[src/rtl/hpe_pkg.sv]
// types, codes and tables shared by the histogram percentile engine
`timescale 1ns / 1ps
package hpe_pkg;

	localparam logic [1:0] CMD_COUNT = 2'd0;
	localparam logic [1:0] CMD_SNAP  = 2'd1;
	localparam logic [1:0] CMD_CLEAR = 2'd2;
	localparam logic [1:0] CMD_QUERY = 2'd3;

	localparam logic [1:0] STAT_OK   = 2'd0;
	localparam logic [1:0] STAT_NONE = 2'd1;
	localparam logic [1:0] STAT_NEG  = 2'd2;
	localparam logic [1:0] STAT_DIS  = 2'd3;

	localparam logic [2:0] REG_ENABLE   = 3'd0;
	localparam logic [2:0] REG_LOG_MODE = 3'd1;
	localparam logic [2:0] REG_RANGE    = 3'd2;
	localparam logic [2:0] REG_SCALE    = 3'd3;
	localparam logic [2:0] REG_BINS     = 3'd4;

	localparam logic [15:0] LN2_Q16 = 16'd45426;

	typedef struct packed {
		logic [1:0]         cmd;
		logic signed [31:0] sample;
		logic [16:0]        pctile;
	} req_t;

	typedef struct packed {
		logic [5:0] bin_index;
		logic [1:0] status;
	} rsp_t;

	typedef struct packed {
		logic               enable;
		logic               log_mode;
		logic signed [31:0] range_min;
		logic [31:0]        bin_scale;
		logic [6:0]         bins_in_use;
	} cfg_t;

	typedef enum logic [4:0] {
		S_INIT, S_IDLE, S_CLEAR, S_SNAP, S_MAP, S_NORM, S_LN, S_LNSUM, S_MUL,
		S_BIN, S_RD, S_WR, S_SUM, S_HMUL, S_HADD, S_WALK, S_DONE
	} state_t;

	typedef enum logic [3:0] {
		OP_NONE, OP_CLEAR, OP_SNAP, OP_MAP, OP_NORM, OP_LN, OP_LNSUM, OP_MUL,
		OP_BIN, OP_RD, OP_WR, OP_SUM, OP_HMUL, OP_HADD, OP_WALK
	} dp_op_t;

	typedef struct packed {
		dp_op_t op;
		logic   load;
		logic   push;
	} ctl_t;

	typedef struct packed {
		logic norm_done;
		logic clear_last;
		logic snap_last;
		logic sum_neg;
		logic sum_last;
		logic walk_end;
	} dp_st_t;

	// ln(1 + k/16) in q.16
	function automatic logic [15:0] ln_tab(input logic [4:0] k);
		logic [15:0] v;
		case (k)
			5'd0:  v = 16'd0;
			5'd1:  v = 16'd3973;
			5'd2:  v = 16'd7719;
			5'd3:  v = 16'd11262;
			5'd4:  v = 16'd14624;
			5'd5:  v = 16'd17821;
			5'd6:  v = 16'd20870;
			5'd7:  v = 16'd23783;
			5'd8:  v = 16'd26573;
			5'd9:  v = 16'd29248;
			5'd10: v = 16'd31818;
			5'd11: v = 16'd34292;
			5'd12: v = 16'd36675;
			5'd13: v = 16'd38975;
			5'd14: v = 16'd41196;
			5'd15: v = 16'd43346;
			5'd16: v = 16'd45426;
			default: v = 16'd0;
		endcase
		return v;
	endfunction

	function automatic logic [63:0] sat_add(input logic [63:0] a, input logic [63:0] b);
		logic [64:0] s;
		s = {1'b0, a} + {1'b0, b};
		return s[64] ? '1 : s[63:0];
	endfunction

endpackage

[src/rtl/hpe_ctrl.sv]
// command sequencer for the histogram percentile engine
`timescale 1ns / 1ps
module hpe_ctrl import hpe_pkg::*; (
	input  logic       clk,
	input  logic       arst_n,
	input  logic       req_valid,
	input  logic [1:0] req_cmd,
	input  logic       enable,
	input  logic       log_mode,
	input  dp_st_t     dst,
	input  logic       rsp_stall,
	output logic       req_stall,
	output logic       rsp_valid,
	output ctl_t       ctl
);

	state_t state_q, state_d;
	logic   rsp_valid_q;
	logic   out_free;

	assign out_free = !rsp_valid_q || !rsp_stall;

	always_ff @(posedge clk or negedge arst_n) begin
		if (!arst_n) begin
			state_q     <= S_INIT;
			rsp_valid_q <= 1'b0;
		end else begin
			state_q <= state_d;
			if (ctl.push) begin
				rsp_valid_q <= 1'b1;
			end else if (!rsp_stall) begin
				rsp_valid_q <= 1'b0;
			end
		end
	end

	always_comb begin
		state_d  = state_q;
		ctl.op   = OP_NONE;
		ctl.load = 1'b0;
		ctl.push = 1'b0;
		case (state_q)
			S_INIT: begin
				ctl.op = OP_CLEAR;
				if (dst.clear_last) begin
					state_d = S_IDLE;
				end
			end
			S_IDLE: begin
				if (req_valid) begin
					ctl.load = 1'b1;
					case (req_cmd)
						CMD_COUNT: state_d = enable ? S_MAP : S_DONE;
						CMD_SNAP:  state_d = S_SNAP;
						CMD_CLEAR: state_d = S_CLEAR;
						default:   state_d = enable ? S_SUM : S_DONE;
					endcase
				end
			end
			S_CLEAR: begin
				ctl.op = OP_CLEAR;
				if (dst.clear_last) begin
					state_d = S_DONE;
				end
			end
			S_SNAP: begin
				ctl.op = OP_SNAP;
				if (dst.snap_last) begin
					state_d = S_DONE;
				end
			end
			S_MAP: begin
				ctl.op  = OP_MAP;
				state_d = log_mode ? S_NORM : S_MUL;
			end
			S_NORM: begin
				ctl.op = OP_NORM;
				if (dst.norm_done) begin
					state_d = S_LN;
				end
			end
			S_LN: begin
				ctl.op  = OP_LN;
				state_d = S_LNSUM;
			end
			S_LNSUM: begin
				ctl.op  = OP_LNSUM;
				state_d = S_MUL;
			end
			S_MUL: begin
				ctl.op  = OP_MUL;
				state_d = S_BIN;
			end
			S_BIN: begin
				ctl.op  = OP_BIN;
				state_d = S_RD;
			end
			S_RD: begin
				ctl.op  = OP_RD;
				state_d = S_WR;
			end
			S_WR: begin
				ctl.op  = OP_WR;
				state_d = S_DONE;
			end
			S_SUM: begin
				ctl.op = OP_SUM;
				if (dst.sum_neg) begin
					state_d = S_DONE;
				end else if (dst.sum_last) begin
					state_d = S_HMUL;
				end
			end
			S_HMUL: begin
				ctl.op  = OP_HMUL;
				state_d = S_HADD;
			end
			S_HADD: begin
				ctl.op  = OP_HADD;
				state_d = S_WALK;
			end
			S_WALK: begin
				ctl.op = OP_WALK;
				if (dst.walk_end) begin
					state_d = S_DONE;
				end
			end
			S_DONE: begin
				if (out_free) begin
					ctl.push = 1'b1;
					state_d  = S_IDLE;
				end
			end
			default: begin
				state_d = S_INIT;
			end
		endcase
	end

	assign req_stall = (state_q != S_IDLE);
	assign rsp_valid = rsp_valid_q;

endmodule

[config.mk]
export PLATFORM = sky130hd
export DESIGN_NAME = hpe_ctrl
export DESIGN_NICKNAME = d
export VERILOG_FILES = /design/src/rtl/hpe_pkg.sv /design/src/rtl/hpe_ctrl.sv
export SDC_FILE = /design/constraint.sdc
export NUM_CORES = 1
export LEC_CHECK = 0
export ABC_AREA = 1
export BUFFER_PORTS_ARGS = -buffer_cell sky130_fd_sc_hd__clkbuf_2
export CORE_MARGIN = 2
export CORE_UTILIZATION = 40
export CTS_CLUSTER_SIZE = 25
export DETAILED_ROUTE_END_ITERATION = 16
export PLACE_DENSITY = 0.75
export SLEW_MARGIN = 25
export SYNTH_ARGS = -nofsm -noshare
export SYNTH_HDL_FRONTEND = slang
export SYNTH_SLANG_ARGS = --single-unit
[constraint.sdc]
create_clock -name clk -period 2.44 [get_ports clk]
set_clock_uncertainty 0.1 [all_clocks]
set_input_delay 0.122 -clock clk [delete_from_list [all_inputs] [get_ports clk]]
set_output_delay 0.122 -clock clk [all_outputs]
set_load 0.01 [all_outputs]
==> results of run 1 <==
==> power groups by stage <==
| stage | Clock [uW] | Combinational, uW | Sequential [uW] |
|---|---|---|---|
| global route | 105 | 699 | 237 |
| detailed placement | 0 | 614 | 228 |
| global placement | 0 | 608 | 226 |
| finish | 92.1 | 627 | 229 |
| CTS | 97.5 | 621 | 227 |
| floorplan | 0 | 497 | 182 |
==> metrics by stage <==
| stage | power, uW | worst slack [ns] | hold slack, ns |
|---|---|---|---|
| floorplan | 679 | 1.07 | -0.274 |
| global placement | 834 | 0.836 | -0.153 |
| detailed placement | 842 | 0.771 | -0.150 |
| CTS | 945 | 0.643 | 0.121 |
| global route | 1040 | 0.516 | 0.138 |
| finish | 948 | 0.635 | 0.125 |
==> layer usage <==
layer	wire length (um)	GRT usage	vias up
li1	-	-	478
met1	870	0.277	406
met2	938	0.322	50
met3	189	0.0491	2
met4	8	0.0432	0
met5	0	0	-
==> critical path, delay by kind of cell, from the launching register on <==
family | cells | cell delay [ns]
buf+inv | 1 | 0.13
simple gates | 3 | 0.37
compound gates | 1 | 0.23
flops | 1 | 0.59
==> cells in the final DEF (no fill, tap or decap), drive strengths merged <==
master	netlist	final
nand3b	1	1
nor3	3	3
clkbuf	0	24
ha	3	3
dfrtp	6	6
nand4	4	4
o2111ai	1	1
inv	24	24
nor2	26	26
nand2	43	43
dlygate4sd3	0	2
a211oi	1	1
a21oi	1	1
a211o	1	1
o21ai	1	1
nand3	19	19
==> repair_timing <==
| item | CTS | global route |
|---|---|---|
| hold endpoints to repair | 7 | 0 |
| gates resized for setup | 0 | 0 |
| hold buffers | 2 | 0 |
| buffers inserted | 0 | 0 |
==> state kept, by name, summed over array words and instances (netlist names) <==
| name | cells |
|---|---|
| rsp_valid | 1 |
| state_q | 5 |
==> how the worst max path moves through the flow <==
stage | startpoint | end | slack (ns) | cells after the start
floorplan | state_q[0] | state_q[0] | 1.07 | 8
global placement | state_q[4] | state_q[3] | 0.84 | 9
detailed placement | state_q[4] | state_q[1] | 0.77 | 9
CTS | state_q[1] | ctl[4] | 0.64 | 5
global route | state_q[4] | ctl[4] | 0.52 | 5
finish | state_q[1] | ctl[4] | 0.63 | 5
==> cell type report <==
| type | count | area [um^2] |
|---|---|---|
| Clock buffer | 3 | 22.5 |
| Fill cell | 200 | 836 |
| Inverter | 24 | 90.1 |
| Multi-Input combinational cell | 104 | 509 |
| Sequential cell | 6 | 150 |
| Tap cell | 25 | 31.3 |
| Timing Repair Buffer | 23 | 125 |
==> cells by family after synthesis <==
kind of cell	Yosys count
and+or+nand+nor	96
AOI/OAI and AO/OA	5
buffers and inverters	26
DFF	6
adders and majority gates	3
==> run metrics, run 1 <==
setup TNS 0 ns; Residual DRC 0; Slowest-stage cell, CP dfrtp_1; element type at the critical path end output pin; vias per cell 5.06; Internal 411 uW; worst-case clock buffer depth 2; critical-path maximum fanout 11; Cell Chain, Critical Path nor2_4 -> nand3_1 -> nand2_1 -> a211o_1 -> clkbuf_2; switching pwr 537 uW; register area share after synthesis 0.197; chip height 47.6 um; Initial DRC Count 26; synthesis-to-finish area growth 21.8%; post-placement cell area 886 um^2; CTS tree built; clock root buffer clkbuf_4; Antenna Violating Nets Remaining 0; CP peak stage delay 0.59 ns; Die Area 2270 um^2; xor/xnor share of the synthesized area 0; Boundary Pins 22; Primary FF master, synth dfrtp_1; WL final 2.01 mm; Cells after Synth 136; share of layout cells above drive strength 1 0.206; core area 1760 um^2; H-Tree Depth 1; Port Buffer Count 21; RSZ-0062 raised after global routing no; All-Layer GR Usage 0.201; Max-slew headroom 0.717; Cell variety after synth 20; Net Sw Frac 0.567; adder-cell share of the synthesized area 0.0493; mux cell area share after synthesis 0; nets 179; crit path launch type flop; crit path time final 1.81 ns; Routability Congestion 0.936; sequential power share 0.242; final design utilization 0.526; total gr overflow 0; final-report hold violation count 0; most frequent cells after synthesis nand2_1, inv_1, nor2_1, nand3_1, dfrtp_1; Tcrit/Tclk final 0.740; Slew Viols, Final 0; largest family of logic cells by synthesized area simple AND/OR/NAND/NOR gates; number of synthesized flops with an enable pin 0; maximum VDD drop 0.000403 V; post-synth top area cell nand2_1; Synth Area in Simple Gates 0.573; number of synthesized register bits 6; clock slew at reported path FFs 0.05 ns; DR vias 936; TritonCTS Buffers 3; CTS sink cnt 6; Mean Syn Cell Area 5.60 um^2; static leakage 0.000604 uW; top post-synthesis cells by area nand2_1, dfrtp_1, nand3_1; Mapped Nets 153; largest net degree at the start of global routing 12; Layout Cells excl Fill 185; diode count 0; Die W 47.6 um; first-pass GRT wire length 3.23 mm; Fmax 554 MHz; placed cell count 180; most common cell in the synthesized netlist nand2_1; Worst-Margin Slew 0.424 ns; Post-synth ARST share 1.00; max-cap viol count 0; Skew-Pair Late Insertion Delay 0.25 ns; CP arrival 1.58 ns; Gate power share 0.661; Post-Syn Area 762 um^2; status finished clean; Reg2Reg Depth 9; area share of the largest cell type after synthesis 0.212; Compound-Gate Fraction of Synth Area 0.0460; worst reg-to-reg setup slack 0.72 ns; Clk pwr share 0.097; Crit Path Category flop to output pin; Cell Pwr Density 1020 nW/um^2; critical register-to-register path startpoint state_q[4]; min-delay worst type input pin to asynchronous set/reset pin; drt pass-1 iters 4; num rows 15; synth warn 0; wire per inst 10.8 um; initial core utilization 0.432; final setup fails 0; HPWL after detailed placement 1.58 mm; initial antenna violation count 0; Worst EP required 2.22 ns; reg-to-reg endpoint state_q[1]; final instance area 928 um^2; number of global-route vias before repair 769
Note: power is estimated with default switching activity, not from simulation.
==> run 2: changes to the inputs <==
Settings changed: PLACE_DENSITY 0.75 to 0.78.
Clock period 2.44 ns to 1.5 ns, I/O delays scaled along.
==> run metrics, run 2 (synthesis gave the netlist of run 1 again) <==
DR vias 1070 (was 936); nets 203 (was 179); Worst EP required 1.32 ns (was 2.22 ns); RSZ-0062 raised after global routing yes (was no); share of layout cells above drive strength 1 0.408 (was 0.206); total gr overflow 0 (unchanged); vias per cell 5.12 (was 5.06); HPWL after detailed placement 1.69 mm (was 1.58 mm); Tcrit/Tclk final 1.08; Die W 47.6 um (unchanged); critical-path maximum fanout 5 (was 11); worst-case clock buffer depth 2 (unchanged); max-cap viol count 0 (unchanged); core area 1760 um^2 (unchanged); DP Worst Slack -0.0529 ns (was 0.771 ns); most frequent cells in the layout nand2_1, inv_1, clkbuf_2 (unchanged); All-Layer GR Usage 0.235 (was 0.201); Initial DRC Count 35 (was 26); Fmax 617 MHz; Routability Congestion 0.927 (was 0.936); initial core utilization 0.432 (unchanged); max FFs per register 5 (unchanged); static leakage 0.000726 uW (was 0.000604 uW); Port Buffer Count 21 (unchanged); TritonCTS Buffers 3 (unchanged); most common cell after layout, fill and taps aside nand2_1 (unchanged); CTS tree built (unchanged); worst reg-to-reg setup slack -0.01 ns (was 0.72 ns); diode count 0 (unchanged); Worst-Margin Slew 0.253 ns (was 0.424 ns); setup TNS -0.330 ns (was 0 ns); Residual DRC 0 (unchanged); status finished, violations left (was finished clean); Slowest-stage cell, CP dfrtp_2 (was dfrtp_1); wire per inst 13.2 um (was 10.8 um); Die Area 2270 um^2 (unchanged); Max-slew headroom 0.831 (was 0.717); CP arrival 1.44 ns (was 1.58 ns); element type at the critical path end output pin (unchanged); final-report hold violation count 0 (unchanged); Top reg by flops state_q (unchanged); crit path time final 1.62 ns; min-delay worst type input pin to asynchronous set/reset pin (unchanged); maximum VDD drop 0.000772 V (was 0.000403 V); synthesis-to-finish area growth 54.0% (was 21.8%); number of global-route vias before repair 923 (was 769); WL final 2.75 mm (was 2.01 mm); chip height 47.6 um (unchanged); H-Tree Depth 1 (unchanged); final instance area 1170 um^2 (was 928 um^2); num rows 15 (unchanged); post-placement cell area 953 um^2 (was 886 um^2); setup ws final -0.120 ns (was 0.635 ns); largest net degree at the start of global routing 7 (was 12); drt pass-1 iters 4 (unchanged); Skew-Pair Late Insertion Delay 0.24 ns (was 0.25 ns); Cell Pwr Density 1860 nW/um^2 (was 1020 nW/um^2); CTS sink cnt 6 (unchanged); clock root buffer clkbuf_4 (unchanged); # fillers 164 (was 200); Antenna Violating Nets Remaining 0 (unchanged); Boundary Pins 22 (unchanged); final setup fails 7 (was 0); Crit Path Category flop to output pin (unchanged); CP peak stage delay 0.45 ns (was 0.59 ns); failing checks negative setup slack; Cell Chain, Critical Path nor2_4 -> buf_6 -> nor3_1 -> a211o_1 -> clkbuf_2 (was nor2_4 -> nand3_1 -> nand2_1 -> a211o_1 -> clkbuf_2); first-pass GRT wire length 3.82 mm (was 3.23 mm); clock slew at reported path FFs 0.05 ns (about the same); initial antenna violation count 0 (unchanged); Slew Viols, Final 0 (unchanged); crit path launch type flop (unchanged)
## run 2: cell count changes in the layout (fill, tap and decap cells not counted), moves of 5 or more
cell     change
nor2_1       -7
buf_6        +5
dfrtp_2      +5
dfrtp_1      -5
buf_4       +18
nor2_2       +7
## run 2: worst paths after layout
check | startpoint | to | cells after the start
worst max-delay path | state_q[0] | ctl[4] | 5
worst min-delay path | arst_n | rsp_valid | 2
worst max register to register | state_q[0] | state_q[0] | 9
worst min register to register | rsp_valid | rsp_valid | 2
max in group asynchronous | arst_n | state_q[0] | 2
min in group clk | dst[2] | state_q[4] | 5
## run 2: critical path, delay by kind of cell (launching register included)
family,cells,cell delay (ns)
DFF,1,0.45
buffers and inverters,2,0.25
AOI/OAI and AO/OA,1,0.28
and+or+nand+nor,2,0.23
## run 2: power breakdown
group          internal, uW  leakage, uW  switching [uW]
Combinational           735     0.000640             938
Clock                  90.7    0.0000138            61.0
Sequential              238    0.0000722             122
Total                  1060     0.000726            1120
## run 2: area by class of cell
class | count | area, um^2 | share of cell area
multi-input cells | 104 | 552 | 0.470
flip-flops and latches | 6 | 156 | 0.133
inverters | 24 | 90.1 | 0.0768
repair buffers | 47 | 322 | 0.274
well taps | 25 | 31.3 | 0.0267
clock buffers | 3 | 22.5 | 0.0192
## run 2: metrics by stage
stage	hold slack [ns]	util	power (uW)	std cells
2_1_floorplan	-0.321	-	1100	136
3_3_place_gp	-0.197	0.540	1480	189
3_5_place_dp	-0.196	0.540	1490	189
4_1_cts	0.0924	0.613	1850	203
5_1_grt	0.106	0.665	2350	209
6_report	0.0976	0.665	2180	209
## run 2: what timing repair did
| item | 4_1_cts | 5_1_grt |
|---|---|---|
| gates resized for setup | 11 | 15 |
| setup buffers | 10 | 6 |
| hold endpoints to repair | 7 | 0 |
| cloned | 0 | 0 |
| hold buffers | 2 | 0 |
| endpoints found under the setup margin | 10 | 10 |
| pin swaps | 5 | 6 |
## run 2: layer usage
metal	vias to the layer above	track usage	part of all wire
li1	524	-	-
met1	468	0.297	0.39
met2	67	0.392	0.49
met3	11	0.0264	0.082
met4	0	0.124	0.030
met5	-	0	0
==> run 3: changes to the inputs <==
Settings changed: SETUP_SLACK_MARGIN from default to 0.2, SLEW_MARGIN 25 to 0.
==> run metrics, run 3 (synthesis gave the netlist of run 1 again) <==
element type at the critical path end flop (was output pin); Initial DRC Count 44 (was 35); Top reg by flops state_q (unchanged); TritonCTS Buffers 3 (unchanged); status finished, violations left (unchanged); CTS tree built (unchanged); CP arrival 1.72 ns (was 1.44 ns); worst-case clock buffer depth 2 (unchanged); Worst-Margin Slew 0.252 ns (was 0.253 ns); number of global-route vias before repair 992 (was 923); Clk pwr share 0.074 (was 0.070); Residual DRC 0 (unchanged); clock slew at reported path FFs 0.05 ns (about the same); share of layout cells above drive strength 1 0.428 (was 0.408); chip height 47.6 um (unchanged); initial core utilization 0.432 (unchanged); Skew-Pair Late Insertion Delay 0.25 ns (was 0.24 ns); worst reg-to-reg setup slack -0.14 ns (was -0.01 ns); H-Tree Depth 1 (unchanged); Global Route met3 Usage 0.0377 (was 0.0264); global route hottest layer met2 (unchanged); crit path launch type flop (unchanged); vias per cell 5.27 (was 5.12); max FFs per register 5 (unchanged); DR vias 1117 (was 1070); maximum VDD drop 0.000780 V (was 0.000772 V); min-delay worst type input pin to asynchronous set/reset pin (unchanged); switching pwr 1160 uW (was 1120 uW); first-pass GRT wire length 4.22 mm (was 3.82 mm); grt met1 use 0.343 (was 0.297); final setup fails 11 (was 7); Port Buffer Count 21 (unchanged); synthesis-to-finish area growth 59.8% (was 54.0%); drt pass-1 iters 4 (unchanged); final-report hold violation count 0 (unchanged); setup TNS -0.908 ns (was -0.330 ns); largest net degree at the start of global routing 9 (was 7); total gr overflow 0 (unchanged); Reg area 155 um^2 (was 156 um^2); clock root buffer clkbuf_4 (unchanged); num rows 15 (unchanged); HPWL after detailed placement 1.72 mm (was 1.69 mm); worst hold slack 0.0819 ns (was 0.0976 ns); diode count 0 (unchanged); final design utilization 0.690 (was 0.665); M2 GR Usage 0.424 (was 0.392); Worst EP required 1.58 ns (was 1.32 ns); Cell Pwr Density 1880 nW/um^2 (was 1860 nW/um^2); max-cap viol count 0 (unchanged); static leakage 0.000744 uW (was 0.000726 uW); sequential power share 0.161 (was 0.165); Die W 47.6 um (unchanged); critical-path maximum fanout 6 (was 5); Internal 1120 uW (was 1060 uW); setup ws final -0.136 ns (was -0.120 ns); core area 1760 um^2 (unchanged); Die Area 2270 um^2 (unchanged); most frequent cells in the layout nand2_1, buf_4, inv_1 (was nand2_1, inv_1, clkbuf_2); failing checks negative setup slack (unchanged); WL final 2.78 mm (was 2.75 mm); wire per inst 13.1 um (was 13.2 um); All-Layer GR Usage 0.264 (was 0.235); Tcrit/Tclk final 1.09 (was 1.08); Antenna Violating Nets Remaining 0 (unchanged); Slew Viols, Final 0 (unchanged); multi-input logic area 576 um^2 (was 552 um^2); Gate power share 0.764 (was 0.766); nets 205 (was 203); Net Sw Frac 0.508 (was 0.513); crit path time final 1.64 ns (was 1.62 ns); # fillers 137 (was 164); Routability Congestion 0.937 (was 0.927); Boundary Pins 22 (unchanged); Fmax 611 MHz (was 617 MHz); CTS sink cnt 6 (unchanged); most common cell after layout, fill and taps aside nand2_1 (unchanged); RSZ-0062 raised after global routing yes (unchanged); initial antenna violation count 0 (unchanged); Max-slew headroom 0.832 (was 0.831); DP Worst Slack -0.0129 ns (was -0.0529 ns); Crit Path Category flop to flop (was flop to output pin)
-- run 3: cell types whose count changed in the layout (fill, tap and decap cells not counted), moves of 2 or more --
cell	delta
buf_2	+2
clkbuf_2	-3
buf_4	+3
nand3_2	+2
nor2_2	-4
nand2_1	-2
nand2_2	+2
nand3_1	-2
nor2_1	+3
-- run 3: cell type report --
type,instances,share of cell area
repair buffers,49,0.279
clock buffers,4,0.0216
well taps,25,0.0257
multi-input cells,104,0.473
flip-flops and latches,6,0.127
inverters,24,0.0740
-- run 3: layer usage --
metal | wire length [um] | share of wire
met1 | 1040 | 0.38
met2 | 1370 | 0.49
met3 | 291 | 0.10
met4 | 71 | 0.026
met5 | 0 | 0
-- run 3: path summary, 6_finish.rpt --
path                            start         end  depth (start not counted)
max                        state_q[0]  state_q[2]                          9
min                            arst_n  state_q[4]                          2
max reg2reg                state_q[0]  state_q[2]                          9
min reg2reg                state_q[1]  state_q[1]                          2
max in group asynchronous      arst_n  state_q[2]                          2
min in group clk               dst[2]  state_q[4]                          5
-- run 3: repair_timing --
action	4_1_cts	5_1_grt
resized for setup	13	17
setup endpoints to repair	11	12
endpoints found under the hold margin	7	0
hold buffers	2	0
setup buffers	11	5
pin swaps	3	8
-- run 3: power groups by stage --
stage          clock [uW]  sequential, uW  combinational (uW)
2_1_floorplan           0             306                 826
3_3_place_gp            0             345                1180
3_5_place_dp            0             354                1180
4_1_cts               167             351                1430
5_1_grt               178             373                1870
6_report              170             369                1750
-- run 3: critical path, cell delays in order, from the launching register on --
cell     delay (ns)
dfrtp_2        0.48
nor2_4         0.24
buf_6          0.15
buf_6          0.09
nand4_1        0.11
nand2_1        0.10
inv_2          0.05
nand3_1        0.09
nand2_1        0.07
nand2_1        0.07
-- run 3: through the flow --
stage	cells	total power (uW)	instance area [um^2]
after floorplan	136	1130	774
after global placement	190	1520	970
after detailed placement	190	1540	970
after CTS	207	1950	1130
after global routing	212	2420	1220
final	212	2290	1220
